## src/rtl/qvr_pkg.sv

```systemverilog
// Shared types and constants for the quaternion vector rotator.
// No dependencies; every other file in rtl/ imports this package.
`timescale 1ns / 1ps
`default_nettype none

package qvr_pkg;

    // Quaternion registers are signed Q2.x, always 16 bits wide.
    localparam int QUAT_W    = 16;
    // A lane coefficient is a quaternion part or its negation, so it needs one more bit.
    localparam int QCOEF_W   = QUAT_W + 1;
    localparam int CFG_IDX_W = 2;
    // Cycles from an accepted request to its result strobe.
    localparam int LATENCY   = 6;

    localparam logic signed [QUAT_W-1:0] QW_RESET = 16'sd16384;

    typedef enum logic [CFG_IDX_W-1:0] {
        QREG_X = 2'd0,
        QREG_Y = 2'd1,
        QREG_Z = 2'd2,
        QREG_W = 2'd3
    } t_qreg;

    typedef struct packed {
        logic signed [QUAT_W-1:0] x;
        logic signed [QUAT_W-1:0] y;
        logic signed [QUAT_W-1:0] z;
        logic signed [QUAT_W-1:0] w;
    } t_quat;

    // Signed weights that one output lane applies to tw, tx, ty and tz.
    typedef struct packed {
        logic signed [QCOEF_W-1:0] ctw;
        logic signed [QCOEF_W-1:0] ctx;
        logic signed [QCOEF_W-1:0] cty;
        logic signed [QCOEF_W-1:0] ctz;
    } t_lane_coef;

endpackage

`default_nettype wire

```

## src/rtl/qvr_merge.sv

```systemverilog
// Output stage: joins the three lane results and their clip flags into one result.
// Depends on qvr_pkg for the shared conventions of the block.
`timescale 1ns / 1ps
`default_nettype none

module qvr_merge
    import qvr_pkg::*;
#(
    parameter int COORD_WIDTH = 16
) (
    input  wire                                 i_clk,
    input  wire                                 i_rst_n,
    input  wire                                 i_vld,
    input  wire logic signed [COORD_WIDTH-1:0]  i_x,
    input  wire logic signed [COORD_WIDTH-1:0]  i_y,
    input  wire logic signed [COORD_WIDTH-1:0]  i_z,
    input  wire                                 i_clip_x,
    input  wire                                 i_clip_y,
    input  wire                                 i_clip_z,
    output logic                                o_valid,
    output logic signed [COORD_WIDTH-1:0]       o_x,
    output logic signed [COORD_WIDTH-1:0]       o_y,
    output logic signed [COORD_WIDTH-1:0]       o_z,
    output logic                                o_clipped
);

    always_ff @(posedge i_clk) begin
        if (!i_rst_n) begin
            o_valid <= 1'b0;
        end else begin
            o_valid <= i_vld;
        end
    end

    always_ff @(posedge i_clk) begin
        o_x       <= i_x;
        o_y       <= i_y;
        o_z       <= i_z;
        o_clipped <= i_clip_x | i_clip_y | i_clip_z;
    end

endmodule

`default_nettype wire

```

## config.mk

```make
export PLATFORM = sky130hd
export DESIGN_NAME = qvr_merge
export DESIGN_NICKNAME = d
export VERILOG_FILES = /design/src/rtl/qvr_pkg.sv /design/src/rtl/qvr_merge.sv
export SDC_FILE = /design/constraint.sdc
export NUM_CORES = 1
export LEC_CHECK = 0
export ABC_AREA = 1
export BUFFER_PORTS_ARGS = -buffer_cell sky130_fd_sc_hd__buf_2
export CELL_PAD_IN_SITES_DETAIL_PLACEMENT = 0
export CELL_PAD_IN_SITES_GLOBAL_PLACEMENT = 1
export CORE_MARGIN = 2
export CORE_UTILIZATION = 24
export CTS_CLUSTER_SIZE = 40
export DETAILED_ROUTE_END_ITERATION = 6
export PLACE_DENSITY_LB_ADDON = 0.1
export SYNTH_ARGS = -nofsm -noshare
export SYNTH_HDL_FRONTEND = slang
export SYNTH_SLANG_ARGS = --single-unit
```

## constraint.sdc

```tcl
create_clock -name i_clk -period 0.8 [get_ports i_clk]
set_input_delay 0.04 -clock i_clk [delete_from_list [all_inputs] [get_ports i_clk]]
set_output_delay 0.04 -clock i_clk [all_outputs]
set_load 0.01 [all_outputs]
```

# --- After elaboration in Yosys (flattened, before gate mapping) ---
# Cells that the tools add are included.
classes:
  n_lt_le_gt_ge: 0
  n_div: 0
  mux: 0
  reduce_logical: 0
  multipliers: 0
  eq_ne: 0
  addsub: 0
  n_bitwise: 2
  shifts: 0
ops:
  columns: ["cell", "count"]
  rows:
  - ["bitwise OR 1 bit", 2]
word_totals:
  word_cells: 7
  latchBits: 0
  mem_count: 0
  rom_bits: 0
  output_inout_bits: 50
  reg_bits: 50
  mem_bits_rw: 0

# --- Longest topological paths before layout ---
logic_depth:
  depth_word: 2
  ltp_mapped: 2
  mapped_depth_nobuf: 2

# --- Worst setup path after synthesis ---
# OpenSTA, ideal clock, no wires.
synth_timing:
  path_type: "register to output"
  from: "reg o_clipped"
  to: "out o_clipped"
  path_stages_with_launch: 1
  arrival_time_ns: 0.331
  path_buffers: 0
  required_time_ns: 0.760
  path_slack_ns: 0.429
  path_cell_list: "dfxtp_1"
synth_rtl:
  columns: ["element", "line_no", "rtl"]
  rows:
  - ["from (decl)", "qvr_merge.sv:24", "output logic o_clipped"]
  - ["from (signal assigned)", "qvr_merge.sv:39", "o_clipped <= i_clip_x | i_clip_y | i_clip_z;"]
# No word-level cell between the ends.

# --- Worst setup path in the final report ---
layout_timing:
  from: "reg o_clipped"
  to: "out o_clipped"
# No word-level cell between the ends.

==> flow_metrics.tcl <==
set metrics [dict create \
    drtIter0Drc 32 \
    grt_overflow_total 0 \
    synth_top_area_cell "dfxtp_1" \
    fmax_ghz 1.30 \
    fin_area_sq_um 2350 \
    hpwl_mm 1.71 \
    grtUsageTotal 0.111 \
    p_per_area_nw_per_um2 1990 \
    vias_per_cell 3.65 \
    status "finished clean" \
    clkTransAtPathRegs_ns 0.08 \
    crit_buf_inv 1 \
    cts_setup_buffers 0 \
    layout_commonest_cell "buf_2" \
    cts_inserted_buffers 5 \
    yosysSeqAreaShare 0.982 \
    relSlewSlack 0.946 \
    synth.net_count 109 \
    antenna_found_initial 0 \
    cp-start-kind "flop" \
    worstMarginPinSlew_ns 0.0810 \
    synth_area_sq_um 1020 \
    place.gp.congestion 0.768 \
    leakage_nw 1.15 \
    critical_path_class "reg -> out" \
    vias 983 \
    yosys.area.top_type_share 0.982 \
    area_delta_synth_final_pct 130 \
    most-common-layout-cells "86 x buf_2, 53 x dlygate4sd3_1, 33 x dfxtp_1" \
    die_width_um 69.2 \
    drive_gt1_frac 0.580 \
    start_util 0.251 \
    ys_ff_latch 50 \
    vdd_drop_max_mv 1.33 \
    dieArea_sq_um 4790 \
    rsz0062_at_grt "yes" \
    cts_sinks 50 \
    dieHeight_um 69.2 \
    postSynthAreaPerCell_sq_um 18.5 \
    syn_inst 55 \
    grt_max_degree 15 \
    cp_top_family "flip-flops" \
    fin_hold_ws_ns 0.374 \
    placed_area_sq_um 1600 \
    synth_cell_types 4 \
    fillers 341 \
    final_hold_viol_count 0 \
    arrival_ns 0.73 \
    tritoncts "built" \
    first_pass_iters 3 \
    yosysWarnings 0 \
    clockRootBuffer "clkbuf_8" \
    post_drt_wl_per_cell_um 10.1 \
    maxCapViolCount 0 \
    grt_pass1_wl_mm 4.17 \
    critPathMaxFanout 1 \
    period_needed_ns 0.772 \
    setup_violations 0 \
    totalWireLength_mm 2.71 \
    crit_slowest_cell "dfxtp_2" \
    htreeDepth 2 \
    nets 272 \
    numPortBuffers 103 \
    path_cells "buf_6" \
    grt_pass1_vias 978 \
    antennaDiodeCount 0 \
    clockBufferDepth 2 \
    synth.area.top_cells "dfxtp_1 98%, inv_1 0.74%, nand2_1 0.74%" \
    drv_slew 0 \
    hold_class "in -> reg" \
    fp-row-count 23 \
    min_period_over_period 0.965 \
    crit_path_max_incr_delay_ns 0.33 \
    worstSetupEndpointType "output pin" \
    floorplan.io_pins 104 \
    required_ns 0.76 \
    post-route-drc-count 0 \
    ant_nets 0 \
    core_area_sq_um 4060 \
]
-- cell usage after synthesis --
master and count:
nand2_1 2, nor2_1 1, dfxtp_1 50, inv_1 2
-- what timing repair did --
item	CTS	global route
gates resized for setup	0	34
hold buffers	53	0
endpoints found under the setup margin	0	38
endpoints found under the hold margin	50	0
-- state kept, by name, indices dropped and copies added (netlist names) --
name / count
o_valid: 1
o_z: 16
o_y: 16
o_clipped: 1
o_x: 16
-- where the power goes --
part | total (mW) | switching [mW] | internal (mW)
sequential | 2.67 | 0.0378 | 2.63
combinational | 0.576 | 0.181 | 0.394
clock | 1.42 | 0.722 | 0.697
total | 4.66 | 0.941 | 3.72
-- final timing paths --
path	start	to	cells after the start
min	i_x[12]	o_x[12]$_DFF_P_	2
max	o_clipped$_DFF_P_	o_clipped	1
-- area by class of cell --
class,instances,area (sq um),share of cell area
clock inverters,1,5.00,0.00213
flip-flops and latches,50,1020,0.436
inverters,2,7.51,0.00320
multi-input cells,3,11.3,0.00480
repair buffers,156,1150,0.491
well taps,50,62.6,0.0267
clock buffers,7,86.3,0.0368
-- per-stage QoR --
stage / worst slack, ns / setup TNS [ns] / util / std cells / power (mW)
after CTS: 0.00356 / 0 / 0.547 / 269 / 4.69
after detailed placement: 0.338 / 0 / 0.394 / 208 / 3.03
after global placement: 0.347 / 0 / 0.394 / 208 / 3.03
after floorplan: 0.429 / 0 / - / 55 / 2.79
after global routing: -0.0180 / -0.167 / 0.578 / 269 / 4.91
final: 0.0283 / 0 / 0.578 / 269 / 4.66
-- layer usage --
metal | part of all wire | vias to the layer above | global-route usage
li1 | - | 488 | -
met1 | 0.34 | 422 | 0.107
met2 | 0.52 | 66 | 0.194
met3 | 0.12 | 7 | 0.0683
met4 | 0.012 | 0 | 0.0392
met5 | 0 | - | 0
-- kinds of logic (layout without fill, tap and decap cells) --
group | count (synthesis) | in the layout | share of synthesized area
buffers and inverters | 2 | 166 | 0.00736
DFF | 50 | 50 | 0.982
and+or+nand+nor | 3 | 3 | 0.0110
Note: power is estimated with default switching activity, not from simulation.
